**config.mk**
```make
export PLATFORM = sky130hd
export DESIGN_NAME = pcx_rle_scanline_decoder
export DESIGN_NICKNAME = d
export VERILOG_FILES = /design/src/sv/pcxrle_pkg.sv /design/src/sv/pcxrle_ctrl.sv /design/src/sv/pcxrle_dp.sv /design/src/sv/pcx_rle_scanline_decoder.sv
export VERILOG_INCLUDE_DIRS = /design/src /design/src/sv
export SDC_FILE = /design/constraint.sdc
export NUM_CORES = 1
export LEC_CHECK = 0
export BUFFER_PORTS_ARGS = -buffer_cell sky130_fd_sc_hd__buf_4
export CORE_UTILIZATION = 44
export CTS_CLUSTER_SIZE = 30
export DETAILED_ROUTE_END_ITERATION = 16
export HOLD_SLACK_MARGIN = 0.08
export MAX_ROUTING_LAYER = met4
export SETUP_SLACK_MARGIN = 0.05
export SLEW_MARGIN = 20
export SYNTH_ARGS = -nofsm -noshare
export SYNTH_HDL_FRONTEND = slang
export SYNTH_SLANG_ARGS = --single-unit
```
**constraint.sdc**
```tcl
create_clock -name clk -period 3.72 [get_ports clk]
set_input_delay 0.186 -clock clk [delete_from_list [all_inputs] [get_ports clk]]
set_output_delay 0.186 -clock clk [all_outputs]
set_load 0.1 [all_outputs]
```
**src/sv/assert_macros.svh**
```systemverilog
// assertion macros shared by the decoder rtl
`ifndef ASSERT_MACROS_SVH
`define ASSERT_MACROS_SVH

// same-cycle property, checked outside reset
`define ASSERT_NOW(label, clk, rstn, prop, msg) \
    label: assert property (@(posedge clk) disable iff (!rstn) (prop)) else $error(msg);

// antecedent implies consequent on the following clock
`define ASSERT_NEXT(label, clk, rstn, ante, cons, msg) \
    label: assert property (@(posedge clk) disable iff (!rstn) (ante) |=> (cons)) else $error(msg);

`endif

```
**src/sv/pcxrle_pkg.sv**
```systemverilog
// types and constants of the pcx run-length decoder
package pcxrle_pkg;

    localparam int BYTE_W   = 8;
    localparam int COUNT_W  = 6;
    localparam int LB_W     = 18;
    localparam int LC_W     = 17;
    localparam int CFG_IDX_W = 1;

    localparam logic [1:0] RUN_MARK = 2'b11;

    localparam logic [LB_W-1:0] LINE_BYTES_RST = 18'd2;
    localparam logic [LC_W-1:0] LINE_COUNT_RST = 17'd1;

    localparam logic [CFG_IDX_W-1:0] REG_LINE_BYTES = 1'b0;
    localparam logic [CFG_IDX_W-1:0] REG_LINE_COUNT = 1'b1;

    // controller to datapath
    typedef struct packed {
        logic accept;
        logic emit;
    } cmd_t;

    // datapath to controller
    typedef struct packed {
        logic starts_run;
        logic out_free;
        logic run_last;
    } sts_t;

endpackage

```
**src/sv/pcxrle_ctrl.sv**
```systemverilog
// controller state machine of the pcx run-length decoder
`include "assert_macros.svh"

module pcxrle_ctrl
(
    input  logic              clk,
    input  logic              rst_n,
    input  logic              in_valid,
    output logic              in_ready,
    input  pcxrle_pkg::sts_t  sts,
    output pcxrle_pkg::cmd_t  cmd
);
    import pcxrle_pkg::*;

    typedef enum logic [1:0] {
        ST_IDLE = 2'b01,
        ST_RUN  = 2'b10
    } state_t;

    state_t state_reg;
    state_t state_next;

    assign in_ready   = (state_reg == ST_IDLE);
    assign cmd.accept = in_ready && in_valid;
    assign cmd.emit   = (state_reg == ST_RUN) && sts.out_free;

    always_comb
    begin
        state_next = state_reg;
        case (state_reg)
            ST_IDLE:
            begin
                if (cmd.accept && sts.starts_run)
                begin
                    state_next = ST_RUN;
                end
            end
            ST_RUN:
            begin
                if (cmd.emit && sts.run_last)
                begin
                    state_next = ST_IDLE;
                end
            end
            default:
            begin
                state_next = ST_IDLE;
            end
        endcase
    end

    always_ff @(posedge clk or negedge rst_n)
    begin
        if (!rst_n)
        begin
            state_reg <= ST_IDLE;
        end
        else
        begin
            state_reg <= state_next;
        end
    end

    `ASSERT_NEXT(a_run_ends_idle, clk, rst_n, cmd.emit && sts.run_last, in_ready, "run did not close after its last beat")
    `ASSERT_NEXT(a_accept_no_run, clk, rst_n, cmd.accept && !sts.starts_run, in_ready, "byte without output left the controller busy")

endmodule

```
**src/sv/pcxrle_dp.sv**
```systemverilog
// datapath of the pcx run-length decoder: run state, line counters, output register
`include "assert_macros.svh"

module pcxrle_dp
(
    input  logic                                  clk,
    input  logic                                  rst_n,
    input  pcxrle_pkg::cmd_t                      cmd,
    output pcxrle_pkg::sts_t                      sts,
    input  logic [pcxrle_pkg::BYTE_W-1:0]         in_byte,
    input  logic                                  cfg_we,
    input  logic [pcxrle_pkg::CFG_IDX_W-1:0]      cfg_addr,
    input  logic [pcxrle_pkg::LB_W-1:0]           cfg_wdata,
    output logic                                  out_valid,
    input  logic                                  out_ready,
    output logic [pcxrle_pkg::BYTE_W-1:0]         out_byte,
    output logic                                  out_line_end,
    output logic                                  out_image_end,
    output logic                                  out_run_last
);
    import pcxrle_pkg::*;

    logic [LB_W-1:0]    line_bytes_reg;
    logic [LC_W-1:0]    line_count_reg;
    logic               awaiting_reg;
    logic [COUNT_W-1:0] pending_reg;
    logic [COUNT_W-1:0] reps_reg;
    logic [BYTE_W-1:0]  value_reg;
    logic [LB_W-1:0]    bytes_left_reg;
    logic [LC_W-1:0]    lines_done_reg;
    logic               image_done_reg;
    logic               out_valid_reg;
    logic [BYTE_W-1:0]  out_byte_reg;
    logic               out_line_end_reg;
    logic               out_image_end_reg;
    logic               out_run_last_reg;

    logic               is_mark;
    logic               line_ends;
    logic [LC_W-1:0]    lines_inc;
    logic               image_ends;

    assign is_mark    = (in_byte[BYTE_W-1 -: 2] == RUN_MARK);
    assign line_ends  = (bytes_left_reg <= {{(LB_W-1){1'b0}}, 1'b1});
    assign lines_inc  = lines_done_reg + {{(LC_W-1){1'b0}}, 1'b1};
    assign image_ends = line_ends &&
                        ((lines_inc >= line_count_reg) || (line_count_reg == '0));

    assign sts.starts_run = !image_done_reg &&
                            (awaiting_reg ? (pending_reg != '0) : !is_mark);
    assign sts.out_free   = !out_valid_reg || out_ready;
    assign sts.run_last   = (reps_reg == {{(COUNT_W-1){1'b0}}, 1'b1}) || line_ends;

    // configuration
    always_ff @(posedge clk or negedge rst_n)
    begin
        if (!rst_n)
        begin
            line_bytes_reg <= LINE_BYTES_RST;
            line_count_reg <= LINE_COUNT_RST;
        end
        else if (cfg_we)
        begin
            case (cfg_addr)
                REG_LINE_BYTES: line_bytes_reg <= cfg_wdata;
                REG_LINE_COUNT: line_count_reg <= cfg_wdata[LC_W-1:0];
                default:        line_count_reg <= line_count_reg;
            endcase
        end
    end

    // run decode and line tracking
    always_ff @(posedge clk or negedge rst_n)
    begin
        if (!rst_n)
        begin
            awaiting_reg   <= 1'b0;
            pending_reg    <= '0;
            reps_reg       <= '0;
            bytes_left_reg <= LINE_BYTES_RST;
            lines_done_reg <= '0;
            image_done_reg <= 1'b0;
        end
        else if (cmd.accept)
        begin
            if (!image_done_reg)
            begin
                if (awaiting_reg)
                begin
                    awaiting_reg <= 1'b0;
                    pending_reg  <= '0;
                    reps_reg     <= pending_reg;
                end
                else if (is_mark)
                begin
                    awaiting_reg <= 1'b1;
                    pending_reg  <= in_byte[COUNT_W-1:0];
                end
                else
                begin
                    reps_reg <= {{(COUNT_W-1){1'b0}}, 1'b1};
                end
            end
        end
        else if (cmd.emit)
        begin
            reps_reg <= sts.run_last ? '0 : reps_reg - {{(COUNT_W-1){1'b0}}, 1'b1};
            if (line_ends)
            begin
                bytes_left_reg <= line_bytes_reg;
                lines_done_reg <= lines_inc;
                if (image_ends)
                begin
                    image_done_reg <= 1'b1;
                end
            end
            else
            begin
                bytes_left_reg <= bytes_left_reg - {{(LB_W-1){1'b0}}, 1'b1};
            end
        end
    end

    always_ff @(posedge clk)
    begin
        if (cmd.accept)
        begin
            value_reg <= in_byte;
        end
    end

    // output register
    always_ff @(posedge clk or negedge rst_n)
    begin
        if (!rst_n)
        begin
            out_valid_reg <= 1'b0;
        end
        else if (cmd.emit)
        begin
            out_valid_reg <= 1'b1;
        end
        else if (out_ready)
        begin
            out_valid_reg <= 1'b0;
        end
    end

    always_ff @(posedge clk)
    begin
        if (cmd.emit)
        begin
            out_byte_reg      <= value_reg;
            out_line_end_reg  <= line_ends;
            out_image_end_reg <= image_ends;
            out_run_last_reg  <= sts.run_last;
        end
    end

    assign out_valid     = out_valid_reg;
    assign out_byte      = out_byte_reg;
    assign out_line_end  = out_line_end_reg;
    assign out_image_end = out_image_end_reg;
    assign out_run_last  = out_run_last_reg;

    `ASSERT_NOW(a_emit_has_reps, clk, rst_n, !cmd.emit || (reps_reg != '0), "beat emitted with no repeats left")
    `ASSERT_NOW(a_no_emit_after_image, clk, rst_n, !cmd.emit || !image_done_reg, "beat emitted after the image ended")

endmodule

```
**src/sv/pcx_rle_scanline_decoder.sv**
```systemverilog
// top level of the pcx run-length scanline decoder
`include "assert_macros.svh"

// usage
// - s_axis carries the compressed pcx pixel stream, one byte per beat
// - m_axis carries decoded scanline bytes; tlast marks the last byte of a
//   scanline, tuser[0] the last byte of the image, tuser[1] the last beat
//   caused by one input byte
// - cfg_we/cfg_addr/cfg_wdata write line_bytes (index 0) and line_count
//   (index 1); write them only while the decoder is idle
// - a literal is accepted while idle, then emitted once in the run state,
//   which loads its beat into the output register
// - the value byte of a run of n is accepted while idle, then the run state
//   keeps s_axis_tready low and puts one beat per cycle into the output
//   register while it is free; a run cut at the line end stops after its last beat
// - a count byte, a zero-count run and bytes after the image end are
//   absorbed with no output and the decoder stays idle
// - runs are cut at the end of the scanline and the excess is dropped
// - reset clears the run state and line counters and loads line_bytes = 2,
//   line_count = 1; no clearing pass is needed
// - when m_axis_tready is low while a beat is held, the beat holds and the
//   run pauses until it is taken; no data is lost
module pcx_rle_scanline_decoder
(
    input  logic                                  clk,
    input  logic                                  rst_n,
    // config write port
    input  logic                                  cfg_we,
    input  logic [pcxrle_pkg::CFG_IDX_W-1:0]      cfg_addr,
    input  logic [pcxrle_pkg::LB_W-1:0]           cfg_wdata,
    // compressed input
    input  logic                                  s_axis_tvalid,
    output logic                                  s_axis_tready,
    input  logic [7:0]                            s_axis_tdata,   // [7:0] in_byte
    // decoded output
    output logic                                  m_axis_tvalid,
    input  logic                                  m_axis_tready,
    output logic [7:0]                            m_axis_tdata,   // [7:0] out_byte
    output logic                                  m_axis_tlast,   // line_end
    output logic [1:0]                            m_axis_tuser    // [0] image_end, [1] run_last
);
    import pcxrle_pkg::*;

    cmd_t cmd;
    sts_t sts;

    // sequencer: idle accepts a beat, run emits the repeats
    pcxrle_ctrl u_ctrl
    (
        .clk      (clk),
        .rst_n    (rst_n),
        .in_valid (s_axis_tvalid),
        .in_ready (s_axis_tready),
        .sts      (sts),
        .cmd      (cmd)
    );

    // run decode, line/image counters and output register
    pcxrle_dp u_dp
    (
        .clk           (clk),
        .rst_n         (rst_n),
        .cmd           (cmd),
        .sts           (sts),
        .in_byte       (s_axis_tdata),
        .cfg_we        (cfg_we),
        .cfg_addr      (cfg_addr),
        .cfg_wdata     (cfg_wdata),
        .out_valid     (m_axis_tvalid),
        .out_ready     (m_axis_tready),
        .out_byte      (m_axis_tdata),
        .out_line_end  (m_axis_tlast),
        .out_image_end (m_axis_tuser[0]),
        .out_run_last  (m_axis_tuser[1])
    );

    // the image can only end on a scanline end, and a line end closes the run
    `ASSERT_NOW(a_image_end_on_line, clk, rst_n, !m_axis_tvalid || !m_axis_tuser[0] || m_axis_tlast, "image end without line end")
    `ASSERT_NOW(a_line_end_run_last, clk, rst_n, !m_axis_tvalid || !m_axis_tlast || m_axis_tuser[1], "line end not marked as run last")

endmodule

```
Word-level counts from Yosys, hierarchy flattened

Cells that the tools add are included.
Widths: inputs -> output; s select.

Word-level logic and storage cells: 74
Input bits: 32
Output and inout port bits: 13
Bits in registers: 106

Reduce and logical (&&, ||, !) cells: 26
Eq/ne operators: 8
Multiplexer cells: 17
Add/subtract/negate cells: 3
Bitwise gates (word level): 3
$lt $le $gt $ge: 2

Operator list:

| operator              | number |
|---|---|
| $mux 6                | 8 |
| $le 18x1->1 const B   | 1 |
| $mux 18               | 1 |
| $sub 18x1->18 const B | 1 |
| $add 17x1->17 const B | 1 |
| $ge 17x17->1          | 1 |
| $logic_not 17->1      | 1 |
| $reduce_and 2->1      | 5 |
| $reduce_and 3->1      | 3 |
| $eq 6x1->1 const B    | 1 |
| $logic_and 1x1->1     | 6 |
| $ne 2x2->1 const B    | 3 |
| $reduce_bool 2->1     | 3 |
| $reduce_bool 6->1     | 1 |
| $sub 6x1->6 const B   | 1 |
| $mux 1                | 5 |
| $eq 2x2->1 const B    | 2 |
| $mux 2                | 2 |
| $pmux 2 s2            | 1 |
| $reduce_and 4->1      | 1 |
| $logic_not 1->1       | 3 |
| $logic_or 1x1->1      | 3 |
| $ne 3x2->1 const B    | 1 |
| $not 1->1             | 3 |
| $eq 2x1->1 const B    | 1 |

Logic depth before layout (Yosys ltp)

Word-level depth: 7
Mapped depth: 12
Mapped depth without buffers: 11

Hierarchy

A second synthesis with hierarchy kept.

Cells, all modules: 479
Area, all modules: 5321.4 um^2

By module, submodules not included:

| module      | area each (um^2) | cells each | seq. area each (um^2) | instances |
|---|---|---|---|---|
| pcxrle_dp   | 5215.0           | 471        | 2701.3                | 1 |
| pcxrle_ctrl | 106.4            | 8          | 51.3                  | 1 |

Worst setup path after synthesis

No wires, ideal clock.

Kind: flip-flop to flip-flop
Start: reg u_dp.lines_done_reg[0]
End: reg u_dp.out_image_end_reg, in the netlist u_dp.out_image_end (data pin)
Period minus slack after synthesis: 3.311 ns
Data arrival time: 3.180 ns
Required time: 3.589 ns
Stages on the path, launching flop included: 11
Setup slack: 0.409 ns
Library setup time: 0.131 ns
Path buffers: 0
Cell sequence: dfrtp_1 ha_1 nand3_2 or2_2 or4_1 xnor2_1 ha_1 nand4_1 or4b_2 o221ai_1 and2_1

Word-level cells in the longest chain between the ends: 4

Ends and longest elaborated chain:

| item                         | line             | source |
|---|---|---|
| start: declaration           | pcxrle_dp.sv:30  | `logic [LC_W-1:0] lines_done_reg;` |
| start signal: assignment     | pcxrle_dp.sv:111 | `lines_done_reg <= lines_inc;` |
| $add 17x1->17                | pcxrle_dp.sv:45  | `assign lines_inc = lines_done_reg + {{(LC_W-1){1'b0}}, 1'b1};` |
| named net u_dp.lines_inc[16] | pcxrle_dp.sv:40  | `logic [LC_W-1:0] lines_inc;` |
| $ge 17x17->1                 | pcxrle_dp.sv:47  | `((lines_inc >= line_count_reg) \|\| (line_count_reg == '0));` |
| $logic_or 1x1->1             | pcxrle_dp.sv:47  |  |
| $logic_and 1x1->1            | pcxrle_dp.sv:46  | `assign image_ends = line_ends &&` |
| named net u_dp.image_ends    | pcxrle_dp.sv:41  | `logic image_ends;` |
| end signal: assignment       | pcxrle_dp.sv:155 | `out_image_end_reg <= image_ends;` |
| end: declaration             | pcxrle_dp.sv:35  | `logic out_image_end_reg;` |

The timed path passes the listed nets, and every way through them passes these cells.
A chain may end at the register's enable or synchronous reset.

Worst setup path after layout

Same ends and word-level chain as after synthesis.

==> results_dict.tcl <==
set metrics [dict create \
    syn_area_um2 5430 \
    critPathMaxFanout 5 \
    worst_slack_ps 266 \
    holdPathEnd "u_dp.line_bytes_reg[4]" \
    gp_congestion 0.818 \
    peakVddDrop_mv 0.356 \
    cts_max_path_buffers 2 \
    clk_latency_ps 350 \
    status "finished, final reports clean" \
    drv_cap 0 \
    synth-edff-count 19 \
    synth_most_common_cell "dfrtp_1" \
    synth_top_cells_by_area "dfrtp_1 38%, edfxtp_1 11%, mux2_2 7.3%, ha_1 5.1%, o21ai_0 3.0%" \
    whs_path_depth 2 \
    coreArea_um2 12000 \
    dr.pass1.iters 4 \
    yosys_register_bits 106 \
    chipWidth_um 113 \
    p_leak_nw 2.72 \
    required_ps 3950 \
    netlist_instances 488 \
    drc_errors 0 \
    fp.dieH_um 113 \
    io_pins 45 \
    final_nets 609 \
    cts_setup_buffers 0 \
    cts_sinks 106 \
    synthArstFlopShare_pct 82.1 \
    grt_use_total_pct 20.8 \
    dp_cells 668 \
    fin_setup_tns_ps 0 \
    final_area_um2 6470 \
    hpwl_um 8290 \
    drive_gt1_share_pct 23.0 \
    route.vias.total 3832 \
    synth_largest_area_cell "dfrtp_1" \
    total_power_mw 3.57 \
    stdcell_count 707 \
    worstReg2RegEnd "u_dp.out_image_end" \
    grt_pass1_vias 3997 \
    synth_top_area_share_pct 38.2 \
    cts-root-buf "clkbuf_16" \
    syn_avg_cell_area_um2 11.1 \
    rows 40 \
    grt-ovfl-total 0 \
    rsz0062_at_grt "false" \
    postRouteAntennaNets 0 \
    wl_per_cell_um 16.7 \
    synth_nets 542 \
    worst_ep_arrival_time_ps 3680 \
    cts_tree "yes" \
    grt_max_degree 58 \
    crit_type "register to register" \
    htree_levels 3 \
    grt_first_pass_wirelength_um 20000 \
    vias_per_cell 5.42 \
    finalSetupViolCount 0 \
    maxSlewHeadroom_pct 32.2 \
    antenna_found_initial 0 \
    layout-area-overhead-vs-synth_pct 19.1 \
    r2r_start "u_dp.lines_done_reg[0]" \
    drv_slew 0 \
    reg2reg_setup_slack_ps 270 \
    end_kind "register" \
    yosys_warnings 0 \
    routed_wl_um 11800 \
    die-area_um2 12800 \
    antenna_cells 0 \
    cts_made_buffers 9 \
    worstHoldPathType "input port to register" \
    synth_cell_type_count 65 \
    port_buffers 44 \
    post-route-period-util_pct 92.9 \
    tightest_slew_ps 1010 \
    synthFlopType "dfrtp_1" \
    powerDensity_nw_per_um2 552 \
    rr_worst_depth 10 \
    synth_commonest_cells "83 x dfrtp_1, 42 x nand2_1, 35 x mux2_2, 34 x inv_1, 33 x o21ai_0" \
    hold_viol_final 0 \
    yosysSeqAreaShare_pct 50.7 \
    hold_ws_ps 90.4 \
    post-place-ws_ps 216 \
    fmax_mhz 289 \
    drt_iter0_markers 191 \
    fin_worst_skew_ps 6.77 \
    final_util_pct 53.8 \
    post_dp_cell_area_um2 5890 \
    start_util_pct 45.2 \
    min_from "cfg_wdata[4]" \
    startpoint_type "register" \
    fin_crit_ps 3450 \
    clk_pin_slew_ps 70 \
]
power by group:
group | switching, mW | internal [mW]
registers | 0.159 | 1.40
clock network | 0.437 | 0.657
logic | 0.589 | 0.329
total | 1.18 | 2.39
worst max-delay path by stage:
stage | end | slack, ps | cells past startpoint | from
global route | u_dp.out_image_end | 70 | 10 | u_dp.lines_done_reg[0]
detailed placement | u_dp.out_image_end | 220 | 10 | u_dp.lines_done_reg[0]
global placement | u_dp.out_image_end | 290 | 10 | u_dp.lines_done_reg[0]
CTS | u_dp.out_image_end | 190 | 10 | u_dp.lines_done_reg[0]
finish | u_dp.out_image_end | 270 | 10 | u_dp.lines_done_reg[0]
floorplan | u_dp.out_image_end | 410 | 10 | u_dp.lines_done_reg[0]
kinds of logic (layout without fill, tap and decap cells):
group,count (synthesis),in the layout,synth area share (%)
AOI/OAI and AO/OA,91,91,10.8
xor gates and xnor gates,33,33,5.32
adders and majority gates,22,22,5.07
buffers and inverters,51,123,4.22
DFF,106,106,50.7
muxes,43,43,8.73
and+or+nand+nor,142,142,15.2
cells in the final DEF, fill, tap and decap left out, drive strengths merged, types with 4 or more instances in the layout:
master       count
xor2            17
a2bb2oi          8
xnor2           16
nor2            26
a22oi            8
edfxtp          19
buf             49
mux2i            8
mux2            35
nand2           42
a21oi           12
inv             36
dlygate4sd3     23
or3              4
o21ai           36
nand4            6
nand2b           6
and3             4
dfrtp           83
ha              22
dfstp            4
nand3           13
nor4             9
clkbuf           9
nor3            15
worst max-delay path, cell delays in order (launching register included):
cell and delay, ps:
dfrtp_2 410, ha_1 230, nand3_2 160, or2_2 380, or4_1 600, xnor2_1 160, ha_1 290, nand4_1 120
or4b_2 640, o221ai_2 200, and2_1 140
layer usage:
layer	global-route usage, %	vias up	share of wire [%]
li1	-	1876	-
met1	24.8	1898	45
met2	35.0	38	50
met3	5.09	20	3.2
met4	6.32	0	1.8
met5	-	-	0
cell type report:
class	instances	area [um2]
Fill cell	1081	5550
Tap cell	147	184
Clock inverter	7	115
Multi-Input combinational cell	331	2460
Clock buffer	9	225
Sequential cell	106	2750
Timing Repair Buffer	72	598
Inverter	35	131
what timing repair did:
item | in CTS | in global routing
gates resized for setup | 0 | 2
endpoints found under the setup margin | 0 | 2
hold endpoints to repair | 85 | 0
hold buffers | 23 | 0
(Power assumes the default switching activity.)
